File: config.mk
export PLATFORM = sky130hd
export DESIGN_NAME = ffa_scan
export DESIGN_NICKNAME = d
export VERILOG_FILES = /design/src/sv/ffa_pkg.sv /design/src/sv/ffa_scan.sv
export SDC_FILE = /design/constraint.sdc
export NUM_CORES = 1
export LEC_CHECK = 0
export BUFFER_PORTS_ARGS = -buffer_cell sky130_fd_sc_hd__buf_2
export CAP_MARGIN = 10
export CORE_ASPECT_RATIO = 0.7
export CORE_MARGIN = 5
export CORE_UTILIZATION = 49
export DETAILED_ROUTE_END_ITERATION = 8
export GPL_TIMING_DRIVEN = 0
export MAX_ROUTING_LAYER = met4
export PLACE_DENSITY = 0.78
export SYNTH_ARGS = -nofsm -noshare
export SYNTH_HDL_FRONTEND = slang
export SYNTH_SLANG_ARGS = --single-unit
File: constraint.sdc
create_clock -name i_clk -period 19.4 [get_ports i_clk]
set_clock_uncertainty 0.15 [all_clocks]
set_input_delay 0.97 -clock i_clk [delete_from_list [all_inputs] [get_ports i_clk]]
set_output_delay 0.97 -clock i_clk [all_outputs]
set_load 0.02 [all_outputs]
File: src/sv/ffa_pkg.sv
`timescale 1ns / 1ps

package ffa_pkg;

    // default descriptor pool depth
    localparam int DEF_MAX_BLOCKS = 64;

    // field widths
    localparam int AW     = 32;          // addresses
    localparam int SW     = 25;          // block sizes
    localparam int RW     = 24;          // request bytes
    localparam int TW     = 24;          // split threshold
    localparam int LW     = 4;           // align_log2
    localparam int CNTW   = 7;           // reported counts
    localparam int PADW   = AW + 1 - SW; // size to 33-bit sum padding
    localparam int IN_DW  = 56;          // slave tdata width
    localparam int OUT_DW = 56;          // master tdata width
    localparam int CFG_IW = 2;           // register index width
    localparam int CFG_DW = 32;          // register data width

    // largest size a merged run may reach
    localparam logic [AW:0] SIZE_CAP = 33'h1FF_FFFF;

    // alignment above this acts as this
    localparam logic [LW-1:0] ALIGN_MAX = 4'd8;

    // request kinds
    localparam logic [1:0] KIND_ALLOC = 2'd0;
    localparam logic [1:0] KIND_FREE  = 2'd1;
    localparam logic [1:0] KIND_INIT  = 2'd2;
    localparam logic [1:0] KIND_SPARE = 2'd3;   // unused, reported as ignored

    // result status codes
    localparam logic [1:0] STAT_OK       = 2'd0;
    localparam logic [1:0] STAT_NO_SPACE = 2'd1;
    localparam logic [1:0] STAT_NOT_USED = 2'd2;
    localparam logic [1:0] STAT_IGNORED  = 2'd3;

    // configuration register indexes
    localparam logic [CFG_IW-1:0] CFG_HEAP_START = 2'd0;
    localparam logic [CFG_IW-1:0] CFG_HEAP_LIMIT = 2'd1;
    localparam logic [CFG_IW-1:0] CFG_SPLIT_THR  = 2'd2;
    localparam logic [CFG_IW-1:0] CFG_ALIGN_LOG2 = 2'd3;

    // what the descriptor scan is looking for
    typedef enum logic [2:0] {
        MODE_ALLOC = 3'b001,
        MODE_FREE  = 3'b010,
        MODE_MERGE = 3'b100
    } t_mode;

    // scan control from the sequencer
    typedef struct packed {
        logic          clr;
        t_mode         mode;
        logic          have_key;
        logic [AW-1:0] key_addr;
        logic [SW-1:0] num;
        logic [AW-1:0] top;
        logic [AW-1:0] lim;
        logic [AW-1:0] rel;
    } t_scan_ctl;

    // one descriptor as read back from the tables
    typedef struct packed {
        logic          vld;
        logic          is_free;
        logic          is_used;
        logic [AW-1:0] addr;
        logic [SW-1:0] size;
    } t_scan_ent;

    // running result of a scan
    typedef struct packed {
        logic          found;
        logic          at_top;
        logic [AW-1:0] addr;
        logic [SW-1:0] size;
        logic          fresh_found;
    } t_scan_res;

endpackage

File: src/sv/ffa_scan.sv
`timescale 1ns / 1ps

// Shared compare unit: one descriptor a cycle, keeps the lowest-keyed
// eligible entry and the first blank descriptor seen.
module ffa_scan import ffa_pkg::*; #(
    parameter int MAX_BLOCKS = DEF_MAX_BLOCKS,
    localparam int IW = $clog2(MAX_BLOCKS)
) (
    input  logic            i_clk,
    input  logic            i_rst_n,
    input  t_scan_ctl       i_ctl,
    input  logic [IW-1:0]   i_key_idx,
    input  t_scan_ent       i_ent,
    input  logic [IW-1:0]   i_ent_idx,
    output t_scan_res       o_res,
    output logic [IW-1:0]   o_best_idx,
    output logic [IW-1:0]   o_fresh_idx
);

    logic          r_found;
    logic          r_fresh_found;
    logic          r_at_top;
    logic [AW-1:0] r_addr;
    logic [SW-1:0] r_size;
    logic [IW-1:0] r_idx;
    logic [IW-1:0] r_fidx;

    logic [AW:0]   w_end;
    logic [AW:0]   w_reach;
    logic          w_at_top;
    logic          w_key_gt;
    logic          w_elig;
    logic          w_better;
    logic          w_fresh;

    // end of this block and end if resized to the request
    assign w_end    = {1'b0, i_ent.addr} + {{PADW{1'b0}}, i_ent.size};
    assign w_reach  = {1'b0, i_ent.addr} + {{PADW{1'b0}}, i_ctl.num};
    assign w_at_top = (w_end >= {1'b0, i_ctl.top}) && (w_reach <= {1'b0, i_ctl.lim});

    // strictly after the last key in (address, index) order
    assign w_key_gt = !i_ctl.have_key || (i_ent.addr > i_ctl.key_addr) ||
                      ((i_ent.addr == i_ctl.key_addr) && (i_ent_idx > i_key_idx));

    always_comb begin
        unique case (i_ctl.mode)
            MODE_ALLOC: w_elig = i_ent.is_free && (w_at_top || (i_ent.size >= i_ctl.num));
            MODE_FREE:  w_elig = i_ent.is_used && (i_ent.addr == i_ctl.rel);
            MODE_MERGE: w_elig = i_ent.is_free && w_key_gt;
            default:    w_elig = 1'b0;
        endcase
    end

    // index ascends, so a strict compare keeps the lowest index on ties
    assign w_better = i_ent.vld && w_elig && (!r_found || (i_ent.addr < r_addr));
    assign w_fresh  = i_ent.vld && !i_ent.is_free && !i_ent.is_used && !r_fresh_found;

    always_ff @(posedge i_clk) begin
        if (!i_rst_n) begin
            r_found       <= 1'b0;
            r_fresh_found <= 1'b0;
        end else if (i_ctl.clr) begin
            r_found       <= 1'b0;
            r_fresh_found <= 1'b0;
        end else begin
            if (w_better) r_found <= 1'b1;
            if (w_fresh)  r_fresh_found <= 1'b1;
        end
    end

    always_ff @(posedge i_clk) begin
        if (w_better) begin
            r_addr   <= i_ent.addr;
            r_size   <= i_ent.size;
            r_at_top <= w_at_top;
            r_idx    <= i_ent_idx;
        end
        if (w_fresh) r_fidx <= i_ent_idx;
    end

    assign o_res.found       = r_found;
    assign o_res.at_top      = r_at_top;
    assign o_res.addr        = r_addr;
    assign o_res.size        = r_size;
    assign o_res.fresh_found = r_fresh_found;
    assign o_best_idx        = r_idx;
    assign o_fresh_idx       = r_fidx;

endmodule

==> flow_metrics.py, run 1 <==
metrics = {
    "status": {
        "status": "finished clean",
    },
    "global_routing": {
        "gr-usage-met3_pct": 4.62,
        "antenna_found_initial": 2,
        "grt-ovfl-total": 0,
        "track_usage_pct": 29.5,
        "use_met2_pct": 43.4,
        "top_usage_layer": "met2",
        "gr-usage-met1_pct": 42.2,
        "grt_pass1_wl_um": 49200,
        "grt_pass1_vias": 8913,
        "grt_max_degree": 16,
    },
    "clock_network": {
        "cts_max_level": 3,
        "max-clock-path-buffers": 2,
        "hold_buffers": 0,
        "cts_setup_buffers": 0,
        "cts_tree": "done",
        "insertion_delay_ns": 0.35,
        "cts-resized-gates": 0,
        "path_clk_slew_ns": 0.06,
        "clockRootBuffer": "clkbuf_16",
        "cts_buffers": 9,
        "cts_sinks": 72,
    },
    "critical_path": {
        "criticalPathCategory": "in2reg",
        "required_ns": 19.30,
        "critPathCaptureType": "flop",
        "cp.arrival_ns": 6.84,
        "critPathLaunchType": "input pin",
        "crit_path_max_fanout": 15,
    },
    "synthesis": {
        "synth_cell_types": 70,
        "seq_area_frac_synth_pct": 22.9,
        "synth-seq-cells": 72,
        "synth_compound_area_share_pct": 20.0,
        "synth_edf_count": 70,
        "yosys.area_share.simple_pct": 12.7,
        "synthXorXnorAreaFrac_pct": 8.06,
        "synthCells": 1065,
        "synth_flop_cell": "edfxtp_1",
        "ys_async_sr_fraction_pct": 0,
        "synth_top_family_by_area": "adder cells",
        "synthesis.nets": 1507,
        "synthMuxAreaShare_pct": 0.121,
        "syn_area_sq_um": 9340,
        "syn_area_per_cell_sq_um": 8.77,
        "ys_warn_count": 0,
        "synthAdderAreaFrac_pct": 28.3,
    },
    "sta": {
        "maxSlewHeadroom_pct": 19.5,
        "setup_viol": 0,
        "period_share_pct": 35.7,
        "final_max_slew_viol_count": 0,
        "rsz0062_at_grt": "false",
        "max_freq_ghz": 0.144,
        "max_slew.worst_pin.slew_ns": 1.18,
        "fin_tns_setup_ns": 0,
        "finalCriticalPeriod_ns": 6.93,
        "finalHoldViolCount": 0,
    },
    "routing": {
        "antenna_left": 0,
        "drc_errors": 0,
        "viasPerCell": 5.69,
        "drt-initial-drc-count": 782,
        "drt-total-wl_um": 32500,
        "wl_per_cell_um": 19.9,
        "routed-via-count": 9292,
        "first_pass_iters": 5,
    },
    "power_and_ir_drop": {
        "power_density_nw_per_um2": 54.4,
        "p_leak_nw": 5.96,
        "total_power_uw": 629,
        "ir_drop_mv": 0.0425,
    },
    "placement": {
        "port_buffers": 303,
        "placedCellCount": 1616,
        "place_congestion": 0.984,
        "dp_hpwl_um": 27900,
    },
    "finish": {
        "final_util_pct": 61.5,
        "drive_gt1_share_pct": 25.1,
        "fin_nets": 1827,
        "syn_to_final_growth_pct": 23.8,
        "layout.cells.non_filler": 1634,
    },
    "die": {
        "die_area_sq_um": 22000,
        "start_util_pct": 49.7,
        "die_x_um": 175,
        "fp-row-count": 42,
        "die_h_um": 126,
        "io_pins": 304,
        "coreArea_sq_um": 18800,
    },
    "job": {
        "cap_violations": 0,
    },
    "worst_hold_path": {
        "hold_class": "reg2reg",
    },
}
## Yosys cell counts (all sizes together), types with 3 or more instances
cell type,instances,area share [%]
nor3,12,0.64
xor2,23,2.2
nor2,51,2.0
buf,7,0.68
o31a,3,0.29
o211ai,8,0.64
o21ai,54,2.9
nor2b,13,0.87
a21o,34,2.7
nand2,45,1.9
or3,3,0.20
a31oi,12,0.80
and3,10,0.75
a311oi,4,0.44
a2111oi,4,0.37
a21oi,86,4.6
nand2b,9,0.60
inv,177,7.1
a21boi,5,0.40
xnor2,63,5.9
o21bai,6,0.48
o2111ai,3,0.28
ha,208,28
and4,5,0.47
edfxtp,70,22
nor4b,4,0.44
nor4,7,0.47
a211oi,9,0.72
nand4,30,2.0
nand3,27,1.4
o31ai,9,1.1
or2,3,0.20
and2,3,0.20
o21a,25,2.0
## power breakdown
part | leakage (nW) | total [mW] | switching, mW | internal, mW
combinational | 5.16 | 0.270 | 0.154 | 0.117
sequential | 0.649 | 0.179 | 0.00197 | 0.177
clock | 0.151 | 0.180 | 0.0670 | 0.113
## per-stage QoR
stage / instance area [sq um] / setup WS, ns / hold slack [ns]
after floorplan: 9340 / 11.03 / 0.315
after global placement: 11200 / 8.05 / 0.336
after detailed placement: 11200 / 12.12 / 0.349
after CTS: 11600 / 12.46 / 0.376
after global routing: 11600 / 12.18 / 0.427
final: 11600 / 12.47 / 0.373
## layer usage
layer | wire, um | vias up
met3 | 2870 | 55
li1 | - | 4506
met1 | 15000 | 4274
met5 | 0 | -
met2 | 13700 | 457
met4 | 891 | 0
## worst paths after layout
kind	cells after the start	endpoint	startpoint	slack, ns
min	2	r_fresh_found$_SDFFE_PP0P_	r_fresh_found$_SDFFE_PP0P_	0.37
min reg2reg	2	r_fresh_found$_SDFFE_PP0P_	r_fresh_found$_SDFFE_PP0P_	0.37
max reg2reg	13	r_size[9]$_DFFE_PP_	r_addr[2]$_DFFE_PP_	15.35
max	24	r_size[9]$_DFFE_PP_	i_ent[25]	12.47
## cells in the final DEF (no fill, tap or decap), drive strengths merged, types with 13 or more instances in the layout
master,instances
a21o,34
a21oi,86
buf,315
edfxtp,70
ha,208
inv,177
nand2,45
nand3,27
nand4,30
nor2,51
nor2b,13
o21a,25
o21ai,54
xnor2,63
xor2,23
## flip-flops by register name, summed over array words and instances (netlist names)
register	count
o_best_idx	6
o_fresh_idx	6
r_addr	32
r_at_top	1
r_found	1
r_fresh_found	1
r_size	25
## area by class of cell
type | instances | area, sq um
clock buffer | 11 | 233
fill | 1650 | 7250
inverter | 177 | 664
timing repair buffer | 309 | 1590
buffer | 8 | 67.6
clock inverter | 5 | 81.3
antenna | 2 | 5.00
tap | 242 | 303
multi-input combinational | 808 | 6480
sequential | 72 | 2140
## critical path: stages
cell      delay [ns]
buf_2           0.22
ha_1            0.25
inv_1           0.07
fa_1            0.40
and2b_1         0.25
o31ai_1         0.09
a211oi_1        0.48
o211a_1         0.29
o21a_1          0.17
nor3_1          0.07
o211ai_1        0.20
nand3_1         0.11
ha_1            0.31
nand4_1         0.17
nor4_1          0.45
nand2_1         0.10
a21oi_1         0.23
o21ai_0         0.16
nand3_1         0.22
a311oi_1        0.18
nor4b_4         0.85
buf_8           0.25
buf_8           0.18
buf_8           0.17
## cells by family after synthesis
kind of cell,count (synthesis)
AO/OA/AOI/OAI,283
AND/OR/NAND/NOR,228
adder cells (fa/ha/maj),210
buffers and inverters,185
XOR/XNOR,86
flip-flops,72
multiplexers,1
No activity file was read; power rests on OpenSTA's default activity.
==> run 2, diff against run 1 <==
clock period = 7.2 ns   (was 19.4 ns; I/O delays follow)
==> run 2 against run 1 <==
Wire length is 0.66% lower. Final area is 0.51% lower. Clock power is 130% higher. Global-route usage is 0.56 points lower. Via count is 1.1% lower. Final cell count stayed put. Non-clock buffer count is 1 lower. Largest cell class unchanged. Worst hold slack worse by 0.30 ns. Die area stayed put.
==> flow_metrics.py, run 2 (synthesis gave the netlist of run 1 again) <==
metrics = {
    "sta": {
        "max_freq_ghz": 0.158,
        "maxSlewHeadroom_pct": 32.8,
        "fin_tns_setup_ns": 0,
        "rsz0062_at_grt": "false",
        "finalHoldViolCount": 0,
        "setup_viol": 0,
        "period_share_pct": 87.8,
        "setup_slack_ns": 0.879,
        "max_slew.worst_pin.slew_ns": 1.00,
        "finalCriticalPeriod_ns": 6.32,
        "final_max_slew_viol_count": 0,
    },
    "power_and_ir_drop": {
        "ir_drop_mv": 0.111,
        "power_frac_seq_pct": 29.5,
        "p_int_mw": 1.02,
        "clock_power_share_pct": 26.0,
        "power_density_nw_per_um2": 142,
        "p_leak_nw": 5.92,
        "p_sw_share_pct": 37.2,
        "power_frac_comb_pct": 44.5,
        "p_switching_uw": 607,
    },
    "finish": {
        "syn_to_final_growth_pct": 23.2,
        "reg_top3": "r_addr: 32 flops, r_size: 25 flops",
        "largest_register": "r_addr",
        "fillers": 1713,
        "final_common_cell": "buf_2",
        "regArea_sq_um": 2140,
        "most-common-layout-cells": "buf_2 (303), ha_1 (208), inv_1 (177)",
        "largest_register_ff_count": 32,
        "fin_nets": 1826,
        "drive_gt1_share_pct": 25.1,
        "multiInputGateArea_sq_um": 6480,
    },
    "critical_path": {
        "cp.arrival_ns": 6.22,
        "critPathLaunchType": "input pin",
        "required_ns": 7.10,
        "criticalPathCategory": "in2reg",
        "critPathCaptureType": "flop",
        "crit_path_max_fanout": 15,
    },
    "global_routing": {
        "grt_max_degree": 16,
        "antenna_found_initial": 3,
        "grt_pass1_wl_um": 48000,
        "track_usage_pct": 29.0,
        "grt-ovfl-total": 0,
        "grt_pass1_vias": 8670,
    },
    "placement": {
        "pre_cts_slack_ns": 0.564,
        "dp_hpwl_um": 27700,
        "place_congestion": 1.01,
        "port_buffers": 303,
    },
    "clock_network": {
        "hold_buffers": 0,
        "max-clock-path-buffers": 2,
        "cts_setup_buffers": 0,
        "cts_max_level": 3,
        "cts_tree": "done",
        "cts-resized-gates": 0,
        "cts_buffers": 9,
        "path_clk_slew_ns": 0.06,
        "insertion_delay_ns": 0.35,
        "clockRootBuffer": "clkbuf_16",
        "cts_sinks": 72,
    },
    "routing": {
        "first_pass_iters": 5,
        "viasPerCell": 5.62,
        "routed-via-count": 9189,
        "drt-total-wl_um": 32300,
        "drt-initial-drc-count": 757,
        "antenna_left": 0,
        "wl_per_cell_um": 19.7,
        "drc_errors": 0,
    },
    "job": {
        "cap_violations": 0,
    },
    "die": {
        "coreArea_sq_um": 18800,
        "die_h_um": 126,
        "fp-row-count": 42,
        "start_util_pct": 49.7,
        "die_x_um": 175,
        "die_area_sq_um": 22000,
        "io_pins": 304,
    },
    "status": {
        "status": "finished clean",
    },
    "worst_hold_path": {
        "hold_class": "in2reg",
    },
}
-- run 2: changes by cell type in the layout (fill, tap and decap cells not counted) --
| cell | before | now |
|---|---|---|
| clkdlybuf4s15_2 | 0 | 1 |
| clkdlybuf4s18_2 | 1 | 0 |
| buf_8 | 3 | 2 |
| clkinvlp_4 | 0 | 2 |
| clkinv_2 | 0 | 2 |
| diode_2 | 2 | 3 |
| clkinv_4 | 2 | 1 |
| clkinv_1 | 1 | 0 |
| bufinv_16 | 2 | 0 |
-- run 2: worst paths after layout --
kind,start,to,slack [ns],cells after the start
hold / removal,i_ent_idx[4],o_best_idx[4]$_DFFE_PP_,0.08,1
hold reg to reg,r_fresh_found$_SDFFE_PP0P_,r_fresh_found$_SDFFE_PP0P_,0.36,2
setup reg to reg,r_addr[2]$_DFFE_PP_,r_size[3]$_DFFE_PP_,3.24,12
setup / recovery,i_ent[25],r_size[3]$_DFFE_PP_,0.88,23
-- run 2: final cells by class --
type	count	share of cell area, %
multi-input cells	808	56.3
flip-flops and latches	72	18.6
clock buffers	11	2.02
clock inverters	5	0.294
plain buffers	8	0.587
inverters	177	5.77
diodes	3	0.0652
repair buffers	308	13.7
well taps	242	2.63
-- run 2: critical path: stages --
cell	delay, ns
buf_2	0.21
ha_1	0.25
inv_1	0.07
fa_1	0.39
and2b_1	0.25
o31ai_1	0.10
a211oi_1	0.48
o211a_1	0.28
o21a_1	0.16
nor3_1	0.07
o211ai_1	0.23
nand3_1	0.11
ha_1	0.31
nand4_1	0.16
nor4_1	0.44
nand2_1	0.09
a21oi_1	0.22
o21ai_0	0.18
nand3_1	0.25
a311oi_1	0.19
nor4b_4	0.90
buf_6	0.29
buf_8	0.19
-- run 2: per-layer routing --
metal / vias to the layer above / GRT usage, % / share of wire, % / routed length (um)
met5: - / - / 0 / 0
met4: 0 / 6.93 / 1.8 / 587
met3: 36 / 5.16 / 8.9 / 2870
met2: 417 / 42.1 / 42 / 13600
met1: 4234 / 41.9 / 47 / 15200
li1: 4502 / - / - / -
-- run 2: power groups by stage --
stage,clock network [mW],logic (mW),registers [mW]
final,0.423,0.725,0.481
after global routing,0.446,0.806,0.483
after CTS,0.428,0.714,0.481
after global placement,0,0.687,0.491
after detailed placement,0,0.709,0.490
after floorplan,0,0.454,0.508
-- run 2: through the flow --
stage | hold slack (ns) | util [%] | instances | cell area [sq um] | total power, mW
finish | 0.0760 | 61.2 | 1634 | 11500 | 1.63
floorplan | 0.309 | - | 1065 | 9350 | 0.962
CTS | 0.0701 | 61.1 | 1631 | 11500 | 1.62
detailed placement | 0.348 | 59.7 | 1615 | 11200 | 1.20
global route | 0.0747 | 61.2 | 1634 | 11500 | 1.73
global placement | 0.333 | 59.4 | 1610 | 11200 | 1.18
